$ cat src/sv/mqttpsp_pkg.sv
// Package for the MQTT PUBLISH stream parser.
// Holds limits, parse phase codes, status codes, byte kinds and item widths.
// No dependencies.
`timescale 1ns / 1ps

package mqttpsp_pkg;

  // Limits of the parser.
  localparam int unsigned MaxTopic = 128;
  localparam int unsigned MaxBytes = 65535;

  // Item widths.
  localparam int unsigned CntW   = 16;
  localparam int unsigned AccW   = 32;
  localparam int unsigned OutDW  = 56;

  // Parse phases.
  localparam logic [2:0] PhHdr   = 3'd0;
  localparam logic [2:0] PhVlen  = 3'd1;
  localparam logic [2:0] PhTlHi  = 3'd2;
  localparam logic [2:0] PhTlLo  = 3'd3;
  localparam logic [2:0] PhTopic = 3'd4;
  localparam logic [2:0] PhIdHi  = 3'd5;
  localparam logic [2:0] PhIdLo  = 3'd6;
  localparam logic [2:0] PhPay   = 3'd7;

  // Status codes.
  localparam logic [3:0] StOk        = 4'd0;
  localparam logic [3:0] StShort     = 4'd1;
  localparam logic [3:0] StNotPub    = 4'd2;
  localparam logic [3:0] StRemExceed = 4'd3;
  localparam logic [3:0] StNoTopLen  = 4'd4;
  localparam logic [3:0] StTopicLong = 4'd5;
  localparam logic [3:0] StTopicTrunc = 4'd6;
  localparam logic [3:0] StNoPktId   = 4'd7;
  localparam logic [3:0] StOverlong  = 4'd8;

  // Byte kinds.
  localparam logic [1:0] KindHdr   = 2'd0;
  localparam logic [1:0] KindTopic = 2'd1;
  localparam logic [1:0] KindPay   = 2'd2;

endpackage

$ cat src/sv/mqtt_publish_stream_parser_unit.sv
// Top level of the MQTT PUBLISH stream parser: input register, one pass of
// parse logic, result register. Depends on mqttpsp_pkg.
`timescale 1ns / 1ps

// Channel   Dir  tdata (low bit up)                                  side band
// s_axis    in   [7:0] data_byte                                     tlast end_of_buffer
// m_axis    out  [7:0] byte_out, [11:8] status, [13:12] qos_level,   tlast done_res,
//                [29:14] packet_ident, [36:30] topic_length,          tuser[1:0] byte_kind
//                [52:37] payload_length, [55:53] zero
//
// Throughput is one item per cycle while m_axis does not stall; each item passes
// through the input register, then the result register.
// The parse state advances once per item as it moves from the input register
// into the result register; the final byte of a buffer restarts the parser.
// Reset (rst_ni low) clears the parse state and both valid flags at once.
// A stall on m_axis holds the result register; the input register still takes
// one item, and s_axis_tready drops only when both registers are full.

module mqtt_publish_stream_parser_unit
  import mqttpsp_pkg::*;
(
  input  logic             clk_i,
  input  logic             rst_ni,
  input  logic             s_axis_tvalid,
  output logic             s_axis_tready,
  input  logic [7:0]       s_axis_tdata,   // [7:0] data_byte
  input  logic             s_axis_tlast,   // end_of_buffer
  output logic             m_axis_tvalid,
  input  logic             m_axis_tready,
  output logic [OutDW-1:0] m_axis_tdata,   // byte_out, status, qos_level, packet_ident,
                                           // topic_length, payload_length, zero fill
  output logic [1:0]       m_axis_tuser,   // [1:0] byte_kind
  output logic             m_axis_tlast    // done_res
);

  // Input register.
  logic       in_vld_q;
  logic [7:0] in_byte_q;
  logic       in_last_q;

  // Result register.
  logic             out_vld_q;
  logic [OutDW-1:0] out_data_q;
  logic [1:0]       out_kind_q;
  logic             out_last_q;

  // Parse state.
  logic [2:0]      phase_q, phase_d;
  logic [AccW-1:0] accum_q, accum_d;
  logic [2:0]      shift_q, shift_d;
  logic [CntW-1:0] count_q, count_d;
  logic [CntW-1:0] tlen_q, tlen_d;
  logic [CntW-1:0] tleft_q, tleft_d;
  logic [CntW-1:0] ident_q, ident_d;
  logic [1:0]      qos_q, qos_d;
  logic [CntW-1:0] hdr_end_q, hdr_end_d;
  logic [3:0]      err_q, err_d;

  logic advance;     // move the input item through the parse logic
  logic out_free;    // result register can take a new item

  // Combinational results.
  logic [1:0]      kind;
  logic [3:0]      status;
  logic [CntW-1:0] payload;
  logic [AccW-1:0] len_add;
  logic [CntW:0]   pos_hdr;    // header end plus topic length field
  logic [CntW+1:0] pos_top;    // plus topic bytes
  logic [CntW+1:0] pos_id;     // plus identifier bytes
  logic [AccW:0]   rem_end;    // header end plus remaining length
  logic [CntW+1:0] pay_full;
  logic [OutDW-1:0] res_data;

  assign out_free      = !out_vld_q || m_axis_tready;
  assign advance       = in_vld_q && out_free;
  assign s_axis_tready = !in_vld_q || out_free;

  // Parse logic: next state, byte kind and the verdict on the final byte.
  always_comb begin
    phase_d   = phase_q;
    accum_d   = accum_q;
    shift_d   = shift_q;
    tlen_d    = tlen_q;
    tleft_d   = tleft_q;
    ident_d   = ident_q;
    qos_d     = qos_q;
    hdr_end_d = hdr_end_q;
    err_d     = err_q;
    kind      = KindHdr;
    len_add   = '0;

    // Saturate the byte count; a buffer past the limit is overlong.
    if (count_q >= CntW'(MaxBytes)) begin
      count_d = count_q;
      err_d   = StOverlong;
    end else begin
      count_d = count_q + CntW'(1);
    end

    // Seven length bits per byte at shifts 0, 7, 14, 21, 28; upper bits wrap off.
    unique case (shift_q)
      3'd0:    len_add = {25'b0, in_byte_q[6:0]};
      3'd1:    len_add = {18'b0, in_byte_q[6:0], 7'b0};
      3'd2:    len_add = {11'b0, in_byte_q[6:0], 14'b0};
      3'd3:    len_add = {4'b0, in_byte_q[6:0], 21'b0};
      3'd4:    len_add = {in_byte_q[3:0], 28'b0};
      default: len_add = '0;
    endcase

    unique case (phase_q)
      PhHdr: begin
        qos_d = in_byte_q[2:1];
        if (in_byte_q[7:4] != 4'h3 && err_d == StOk) begin
          err_d = StNotPub;
        end
        phase_d = PhVlen;
      end
      PhVlen: begin
        if (shift_q < 3'd5) begin
          accum_d = accum_q + len_add;
          shift_d = shift_q + 3'd1;
        end
        if (!in_byte_q[7]) begin
          hdr_end_d = count_d;
          phase_d   = PhTlHi;
        end
      end
      PhTlHi: begin
        tlen_d  = {in_byte_q, 8'h00};
        phase_d = PhTlLo;
      end
      PhTlLo: begin
        tlen_d  = {tlen_q[15:8], in_byte_q};
        tleft_d = tlen_d;
        if (tlen_d > CntW'(MaxTopic - 1) && err_d == StOk) begin
          err_d = StTopicLong;
        end
        if (tlen_d == '0) begin
          phase_d = (qos_q != 2'd0) ? PhIdHi : PhPay;
        end else begin
          phase_d = PhTopic;
        end
      end
      PhTopic: begin
        kind    = KindTopic;
        tleft_d = tleft_q - CntW'(1);
        if (tleft_d == '0) begin
          phase_d = (qos_q != 2'd0) ? PhIdHi : PhPay;
        end
      end
      PhIdHi: begin
        ident_d = {in_byte_q, 8'h00};
        phase_d = PhIdLo;
      end
      PhIdLo: begin
        ident_d = {ident_q[15:8], in_byte_q};
        phase_d = PhPay;
      end
      default: begin
        kind = KindPay;
      end
    endcase

    // Once a hard error is known, tag everything as header.
    if (err_d != StOk) begin
      kind = KindHdr;
    end

    // Verdict, in fixed check order, against the state after this byte.
    pos_hdr  = {1'b0, hdr_end_d} + (CntW + 1)'(2);
    pos_top  = {1'b0, pos_hdr} + {2'b0, tlen_d};
    pos_id   = pos_top + (CntW + 2)'(2);
    rem_end  = {{(AccW - CntW + 1){1'b0}}, hdr_end_d} + {1'b0, accum_d};
    pay_full = {2'b0, count_d} - ((qos_d != 2'd0) ? pos_id : pos_top);
    payload  = '0;
    status   = StOk;
    priority if (err_d == StOverlong) begin
      status = StOverlong;
    end else if (count_d < CntW'(2)) begin
      status = StShort;
    end else if (err_d == StNotPub) begin
      status = StNotPub;
    end else if (phase_d == PhVlen) begin
      status = StRemExceed;
    end else if (rem_end > {{(AccW - CntW + 1){1'b0}}, count_d}) begin
      status = StRemExceed;
    end else if (pos_hdr > {1'b0, count_d}) begin
      status = StNoTopLen;
    end else if (tlen_d > CntW'(MaxTopic - 1)) begin
      status = StTopicLong;
    end else if (pos_top > {2'b0, count_d}) begin
      status = StTopicTrunc;
    end else if (qos_d != 2'd0 && pos_id > {2'b0, count_d}) begin
      status = StNoPktId;
    end else begin
      payload = pay_full[CntW-1:0];
    end

    // Pack the result; verdict fields stay zero but on the final byte, all but status unless it is ok.
    res_data = '0;
    res_data[7:0] = in_byte_q;
    if (in_last_q) begin
      res_data[11:8] = status;
      if (status == StOk) begin
        res_data[13:12] = qos_d;
        res_data[29:14] = (qos_d != 2'd0) ? ident_d : '0;
        res_data[36:30] = tlen_d[6:0];
        res_data[52:37] = payload;
      end
    end
  end

  // Input register: take an item whenever the slot is empty or drains now.
  always_ff @(posedge clk_i or negedge rst_ni) begin
    if (!rst_ni) begin
      in_vld_q <= 1'b0;
    end else if (s_axis_tready) begin
      in_vld_q <= s_axis_tvalid;
    end
  end

  always_ff @(posedge clk_i) begin
    if (s_axis_tready && s_axis_tvalid) begin
      in_byte_q <= s_axis_tdata;
      in_last_q <= s_axis_tlast;
    end
  end

  // Parse state: advance per item, restart after the final byte.
  always_ff @(posedge clk_i or negedge rst_ni) begin
    if (!rst_ni) begin
      phase_q   <= PhHdr;
      accum_q   <= '0;
      shift_q   <= '0;
      count_q   <= '0;
      tlen_q    <= '0;
      tleft_q   <= '0;
      ident_q   <= '0;
      qos_q     <= '0;
      hdr_end_q <= '0;
      err_q     <= StOk;
    end else if (advance) begin
      if (in_last_q) begin
        phase_q   <= PhHdr;
        accum_q   <= '0;
        shift_q   <= '0;
        count_q   <= '0;
        tlen_q    <= '0;
        tleft_q   <= '0;
        ident_q   <= '0;
        qos_q     <= '0;
        hdr_end_q <= '0;
        err_q     <= StOk;
      end else begin
        phase_q   <= phase_d;
        accum_q   <= accum_d;
        shift_q   <= shift_d;
        count_q   <= count_d;
        tlen_q    <= tlen_d;
        tleft_q   <= tleft_d;
        ident_q   <= ident_d;
        qos_q     <= qos_d;
        hdr_end_q <= hdr_end_d;
        err_q     <= err_d;
      end
    end
  end

  // Result register: hold while the sink stalls.
  always_ff @(posedge clk_i or negedge rst_ni) begin
    if (!rst_ni) begin
      out_vld_q <= 1'b0;
    end else if (out_free) begin
      out_vld_q <= in_vld_q;
    end
  end

  always_ff @(posedge clk_i) begin
    if (advance) begin
      out_data_q <= res_data;
      out_kind_q <= kind;
      out_last_q <= in_last_q;
    end
  end

  assign m_axis_tvalid = out_vld_q;
  assign m_axis_tdata  = out_data_q;
  assign m_axis_tuser  = out_kind_q;
  assign m_axis_tlast  = out_last_q;

endmodule

$ cat config.mk
export PLATFORM = sky130hd
export DESIGN_NAME = mqtt_publish_stream_parser_unit
export DESIGN_NICKNAME = d
export VERILOG_FILES = /design/src/sv/mqttpsp_pkg.sv /design/src/sv/mqtt_publish_stream_parser_unit.sv
export SDC_FILE = /design/constraint.sdc
export NUM_CORES = 1
export LEC_CHECK = 0
export ABC_CLOCK_PERIOD_IN_PS = 10300
export BUFFER_PORTS_ARGS = -buffer_cell sky130_fd_sc_hd__buf_2
export CAP_MARGIN = 40
export CORE_ASPECT_RATIO = 0.8
export CORE_MARGIN = 2
export CORE_UTILIZATION = 60
export CTS_CLUSTER_SIZE = 25
export DETAILED_ROUTE_END_ITERATION = 7
export PLACE_DENSITY = 0.77
export SYNTH_ARGS = -nofsm -noshare
export SYNTH_HDL_FRONTEND = slang
export SYNTH_SLANG_ARGS = --single-unit
$ cat constraint.sdc
create_clock -name clk_i -period 10.3 [get_ports clk_i]
set_input_delay 1.545 -clock clk_i [delete_from_list [all_inputs] [get_ports clk_i]]
set_output_delay 1.545 -clock clk_i [all_outputs]
set_load 0.05 [all_outputs]
==> results of run 1 <==
## tightest hold or removal path, stage by stage, from the launching register on
cell and delay [ns]:
dfrtp_1 0.34, nand2_1 0.05, o21ai_0 0.06
## metal layers
layer	GRT usage [%]	wire length (um)
met4	9.44	918
met3	8.79	5260
met5	0	0
met2	52.0	20900
met1	51.0	22100
## sequential cells by signal, indices dropped and copies added, names as in the netlist, 4 cells and up
signal	count
m_axis_tdata	53
accum_q	32
count_q	16
hdr_end_q	16
ident_q	16
tleft_q	16
tlen_q	16
in_byte_q	8
err_q	4
## cells in the mapped netlist (6+ instances only)
master | n | area (um^2)
ha_1 | 151 | 1890
nand3_1 | 54 | 270
nor4_1 | 16 | 100
inv_1 | 73 | 274
and3_1 | 21 | 131
a31oi_1 | 21 | 131
o21bai_1 | 10 | 75.1
xnor2_1 | 62 | 543
and4_1 | 7 | 61.3
o211ai_1 | 10 | 75.1
mux2i_1 | 28 | 280
nor2b_1 | 21 | 131
or2_2 | 10 | 62.6
buf_2 | 10 | 50.1
nand2_1 | 195 | 732
o22ai_1 | 6 | 37.5
clkbuf_1 | 66 | 248
a211oi_1 | 20 | 150
or3_1 | 15 | 93.8
nand3b_1 | 6 | 45.0
o21a_1 | 28 | 210
a22o_1 | 49 | 429
a21oi_1 | 117 | 586
edfxtp_1 | 65 | 1950
o21ai_1 | 7 | 35.0
o211a_1 | 7 | 70.1
a22oi_1 | 19 | 143
o31ai_1 | 13 | 97.6
nand4_1 | 31 | 194
xor2_1 | 40 | 350
a2111oi_0 | 7 | 61.3
dfrtp_1 | 126 | 3150
nand2b_1 | 20 | 125
a32o_1 | 6 | 60.1
o21ai_0 | 161 | 806
and2_1 | 45 | 282
nor3_1 | 55 | 275
nor3_2 | 21 | 210
nor2_1 | 141 | 529
a21o_1 | 47 | 353
## cell type report
cell class                 instances  area [um^2]  area share (%)
multi-input combinational       1549        10400            59.6
sequential                       191         5100            29.2
timing repair buffer             107          666            3.80
tap                              357          447            2.55
clock buffer                      19          433            2.47
inverter                          73          275            1.57
clock inverter                    13          140           0.800
## per-stage QoR
stage | util, % | instance area (um^2) | hold WS (ns) | total power [uW] | cells
after floorplan | - | 16100 | 0.450 | 1980 | 1897
after global placement | 64.0 | 16800 | 0.464 | 2330 | 2270
after detailed placement | 64.3 | 16900 | 0.472 | 2360 | 2277
after CTS | 66.5 | 17500 | 0.488 | 3030 | 2309
after global routing | 66.5 | 17500 | 0.518 | 3240 | 2309
final | 66.5 | 17500 | 0.488 | 3060 | 2309
## kinds of logic after synthesis
family,share of synthesized area [%]
and+or+nand+nor,21.5
AOI/OAI and AO/OA,23.3
DFF,31.6
buffers and inverters,3.85
adders and majority gates,12.2
xor gates and xnor gates,5.54
muxes,1.95
other,0.0232
## worst paths after layout
check,from,to,slack (ns),cells past startpoint
setup / recovery,count_q[7]$_DFFE_PN0P_,m_axis_tdata[45]$_SDFFCE_PP0P_,1.42,27
hold / removal,tlen_q[6]$_DFFE_PN0P_,tlen_q[6]$_DFFE_PN0P_,0.49,2
setup reg to reg,count_q[7]$_DFFE_PN0P_,m_axis_tdata[45]$_SDFFCE_PP0P_,1.42,27
hold reg to reg,tlen_q[6]$_DFFE_PN0P_,tlen_q[6]$_DFFE_PN0P_,0.49,2
max in group asynchronous,rst_ni,tlen_q[2]$_DFFE_PN0P_,7.88,3
min in group asynchronous,rst_ni,count_q[6]$_DFFE_PN0P_,1.18,1
## where the power goes
group / leakage, uW / internal (uW) / switching, uW / total [uW]
Combinational: 0.00523 / 551 / 923 / 1470
Sequential: 0.00237 / 849 / 66.6 / 916
Clock: 0.000278 / 325 / 341 / 666
==> results.md, run 1 <==
- The flow ran to the end, and the final reports show no timing, DRC or antenna violations.
- The number of top-level pins is 74.
- The number of enable-type register cells in the synthesized netlist is 65.
- The starting utilization of the core area is 61.3%.
- The actual slew at the worst max-slew pin is 0.889 ns.
- The vertical die dimension is 151 um.
- The post-DP HPWL is between 30,000 and 40,000 um.
- The overall track demand over capacity in global routing is 35.1%.
- The share of cells above drive strength 1 is 9.68%.
- From synthesis to final layout, the design area changed by 8.51%.
- The total via count after detailed routing is approximately 15,000.
- The number of buffers inserted to repair setup after CTS is 0.
- The area of the core is around 26,000 um^2.
- Based on the critical path, the design can be clocked at up to 113 MHz.
- At the later pin of the worst-skew pair, clock insertion delay measures 0.45 ns.
- The first global-routing pass estimated 77,200 um of wire.
- The most used flip-flop cell after synthesis is dfrtp_1.
- The total congestion overflow after global routing is 0.
- The endpoint arrival time on the critical path is 9.18 ns.
- The synthesis warning total is 0.
- The net count reported at finish is about 2,100.
- The worst setup path is launched from a flip-flop.
- The detail-routed net length per standard cell is 21.3 um.
- Setup total negative slack on the finished layout was measured at 0 ns.
- Subtracting the final worst setup slack from the clock period gives just under 9 ns.
- Once routing completed, OpenROAD measured the worst setup slack at 1.42 ns.
- The category of cells accounting for the largest share of critical-path delay is compound AO/OA/AOI/OAI gates.
- The worst slack at placement is approximately 1.8 ns.
- The number of antenna violations at the first check in global routing is 2.
- The type of destination of the critical path is a flip-flop.
- The layout has 2,233 filler cells.
- The antenna diode count is 0.
- Summing every instance area after synthesis gives 16,100 um^2.
- The cell leakage power is 0.00788 uW.
- The number of DRC violations after detailed-routing iteration 0 is 1,631.
- On the critical path, the stage with the largest delay is an instance of a211oi_1.
- The worst min-delay path category is flip-flop to flip-flop.
- The number of nets with antenna violations after detailed routing is 0.
- The CTS tree is done.
- After detailed routing, the number of vias per cell comes to around 6.5.
- Along the worst path, the maximum fanout reaches 23.
- Setup repair after global routing left no endpoint under its margin.
- In the layout the commonest cells are nand2_1 (194), o21ai_0 (161), ha_1 (151).
- STA puts the critical path data required time at ~11 ns.
- Leaving out fill and tap cells, the most frequent cell in the layout is nand2_1.
- Clock tree synthesis selected as its root buffer the cell clkbuf_16.
- The longest clock path from root to sink contains 2 buffers.
- The power density over the cells is 175 nW/um^2.
- The die is 187 um wide.
- The setup-violating endpoint count in the final report is 0.
- Counting every sink on the clock net gives around 190.
- The number of different library cells used by synthesis comes to 80.
- The hold violation count in the final report is 0.
- Counting every instance in the synthesized netlist gives around 1,900.
- The number of hold buffers added after CTS was 0.
- The average instance in the mapped netlist occupies 8.52 um^2.
- During placement, the flow inserted port buffers numbering 70.
- The first-pass detailed-route iteration total is 6.
- The post-synthesis sequential element count is 191.
- The worst slew margin relative to its limit is between 40% and 50%.
- The pin count of the biggest net entering global routing is 66.
- The floorplan has 53 rows.
- TritonCTS created 17 clock buffers.
- The floorplan die area is 28,200 um^2.
- The reported max-cap violation count is 0.
- After detailed routing, the number of remaining DRC violations is 0.
- The number of gates resized after CTS was 0.
- The congestion estimate from routability-driven global placement came to 0.973.
- The number of global-route vias before repair was 13,978.
- The register area share after synthesis is 31.6%.
- The number of max-slew violations in the final report was 0.
- After clock tree synthesis, the clock-pin slew on the worst setup and hold paths is about 0.090 ns.
- The final setup skew is between 0.02 and 0.025 ns.
- Of the available clock period, the critical path in the final layout requires 86.2%.
- The share of flip-flops with an asynchronous set or reset after synthesis is 66.0%.
- The CTS H-tree depth is 4.
- The highest ir drop seen on vdd is 148 uV.
- The largest single stage delay on the critical path is slightly above 0.7 ns.
- The type of the setup path with the least slack is flip-flop to flip-flop.
- The number of buffers and inverters on the critical path is 2.
- The critical path's most frequent cell is o21ai_0.
- For this block, the routed nets add up to 49,200 um of wire.
Power figures use the tool's default switching activity.
==> inputs of run 2 (changes only) <==
--- a/config.mk
+++ b/config.mk
@@ -13,6 +13,7 @@
 export CORE_UTILIZATION = 60
 export CTS_CLUSTER_SIZE = 25
 export DETAILED_ROUTE_END_ITERATION = 7
+export GPL_TIMING_DRIVEN = 0
 export PLACE_DENSITY = 0.77
 export SYNTH_ARGS = -nofsm -noshare
 export SYNTH_HDL_FRONTEND = slang
==> results.md, run 2 (same netlist as run 1, synthesis figures left out) <==
- The run finished with clean final reports.
- The routed design uses 5800 um of met3 wire.
- The floorplan die area is 28,200 um^2.
- After detailed routing, no signal wire sits above met4.
- The die is approximately 150 um tall.
- In this run the most critical hold path is launched from tlen_q[2]$_DFFE_PN0P_.
- The antenna diode count is 0.
- The final total negative setup slack is 0 ns.
- The area of the core is approximately 26,000 um^2.
- In this run the core area contains 53 standard-cell rows.
- VDD sags by at most around 150 uV.
- Global routing used 36.7% of the available tracks.
- During I/O placement, the number of pins put on the boundary was 74.
- The worst setup path is launched from a flip-flop.
- The total congestion overflow after global routing is 0.
- The met2 layer wire length in the routed design is 22,000 um.
- At the end of the flow the core is filled with cells to 67.2%.
- The number of DRC violations after detailed-routing iteration 0 is approximately 1,800.
- The clock transition at the registers of the reported paths is 0.08 ns.
- For this run, design rule violations remaining after detail routing come to 0.
- The worst register-to-register path ends at m_axis_tdata[49]$_SDFFCE_PP0P_.
- The mean number of vias per cell is about 6.6.
- For this design, the sink count on the clock tree is between 150 and 200.
- The final weighted congestion in routability-driven placement is between 0.9 and 1.
- Leaving out fill and tap cells, the most frequent cell in the layout is nand2_1.
- The path with the worst hold slack has its endpoint at tlen_q[2]$_DFFE_PN0P_.
- Measured in cells, the most critical reg-to-reg path has a length of 29.
- Counting instances, the worst hold path has a depth of 2.
- On the final layout, the worst hold slack is a little under 0.5 ns.
- The maximum buffer depth of the clock tree is 2.
- The number of max-slew violations in the final report is 0.
- The CTS tree is done.
- The type of the setup path with the least slack is flip-flop to flip-flop.
- Clock skew on the completed layout was measured at 0.0177 ns.
- For this run, the top clock speed supported by timing is 101 MHz.
- The hold violation count in the final report was 0.
- Across the run, the number of max-cap violations was 0.
- Data on the critical path arrives at its endpoint at approximately 10 ns.
- The total via count after detailed routing is 15,712.
- Entering global routing, the biggest net connects 84 pins.
- The net count reported at finish is ~2,200.
- The actual slew at the worst max-slew pin is 0.936 ns.
- The worst min-delay path category is flip-flop to flip-flop.
- After detailed routing, the wire length on met1 is between 20,000 and 25,000 um.
- In this run the tightest slew margin relative to its limit is 36.9%.
- After filler insertion, the fill cell instance count of the layout stands at 2,187.
- On the worst path, the slowest cell contributes a delay of just over 0.7 ns.
- The CTS buffer count is 17.
- The first-pass detailed-route iteration total is 6.
- CTS placed an instance of clkbuf_16 at the clock tree root.
- In this run the worst path has a maximum fanout of 10.
- Including well taps, the total number of placed cells is 2,335.
- The final critical-path required period is 9.88 ns.
- The starting utilization of the core area is 61.3%.
- In this run the horizontal extent of the chip is 187 um.
- The number of antenna violations at the first check in global routing is 0.
- The CTS H-tree depth is 4.
- Data on the critical path is required at its endpoint by 10.59 ns.
- Once detail routing completed, the nets flagged for antenna violations numbered 0.
- Dividing the detail-routed wire length by the instance count gives 21.8 um.
- The share of cells above drive strength 1 is 8.81%.
- Wires add up to ~52,000 um.
- The power density over the cells is 177 nW/um^2.
- Across all register-to-register paths, the minimum setup slack is 0.42 ns.
- Relative to the synthesized area, the layout overhead comes to 9.56%.
- The startpoint of the most critical register-to-register path is count_q[14]$_DFFE_PN0P_.
- The origin of the worst setup path is count_q[14]$_DFFE_PN0P_.
- The first global-routing pass estimated 80,300 um of wire.
- The latest clock arrival within the worst-skew pair is 0.46 ns.
- The number of global-route vias before repair is around 15,000.
- Setup repair after global routing left no endpoint under its margin.
- The number of buffers inserted to repair setup after CTS is 0.
- The slowest library cell on the worst path is nor3_1.
- Buffers placed on the I/O ports in this run total 70.
- The setup-violating endpoint count in the final report is 0.
- In the layout the commonest cells are nand2_1 (195), o21ai_0 (161), ha_1 (151).
- The number of flip-flops in the largest register is 53.
- The ratio of final minimum period to clock period is 95.9%.
- The cell leakage power is 0.00792 uW.
- The post-DP HPWL is 39,200 um.
- The type of destination of the critical path is a flip-flop.
- For this run, the number of standard cells in the final layout without fillers is 2,367.
## run 2: cell types whose count changed in the layout (fill, tap and decap cells not counted), sizes merged
cell	change
clkinvlp	+1
clkbuf	+64
inv	+2
clkinv	-1
buf	-8
## run 2: worst max path at each step
stage,endpoint,slack (ns)
finish,m_axis_tdata[49]$_SDFFCE_PP0P_,0.42
global route,m_axis_tdata[49]$_SDFFCE_PP0P_,0.08
CTS,m_axis_tdata[49]$_SDFFCE_PP0P_,0.68
detailed placement,m_axis_tdata[49]$_SDFFCE_PP0P_,0.73
global placement,m_axis_tdata[49]$_SDFFCE_PP0P_,0.45
floorplan,m_axis_tdata[49]$_SDFFCE_PP0P_,3.02
## run 2: area by class of cell
cell class                 instances  area (um^2)  area share, %
buffer                            84          350           1.98
multi-input combinational       1549        10400           59.0
timing repair buffer              81          473           2.68
inverter                          73          274           1.55
sequential                       191         5100           28.9
tap                              357          447           2.53
clock buffer                      17          425           2.41
clock inverter                    15          181           1.03
## run 2: timing repair
item | CTS | global route
resized for setup | 0 | 1
hold buffers | 0 | 0
endpoints found under the setup margin | 0 | 20
## run 2: power by group
group          internal (uW)  switching [uW]
Combinational            551             964
Sequential               849            57.9
Clock                    333             372
Total                   1730            1390
## run 2: through the flow
step	instance area, um^2	setup slack, ns	total power (uW)
3_3_place_gp	16900	0.451	2330
3_5_place_dp	17100	0.726	2380
5_1_grt	17700	0.0775	3300
2_1_floorplan	16100	3.02	1980
4_1_cts	17700	0.679	3080
6_report	17700	0.421	3130
## run 2: routing by layer
metal / vias up / track usage [%]
li1: 7205 / -
met3: 149 / 8.58
met5: - / 0
met4: 0 / 13.4
met2: 958 / 55.7
met1: 7400 / 51.2
## run 2: critical path: cells and delay by family (launching register included)
| kind | cells | cell delay, ns |
|---|---|---|
| buffers and inverters | 4 | 1.15 |
| adder cells (fa/ha/maj) | 3 | 0.92 |
| AND/OR/NAND/NOR | 15 | 4.53 |
| XOR/XNOR | 2 | 0.66 |
| AO/OA/AOI/OAI | 5 | 1.95 |
| flip-flops | 1 | 0.45 |
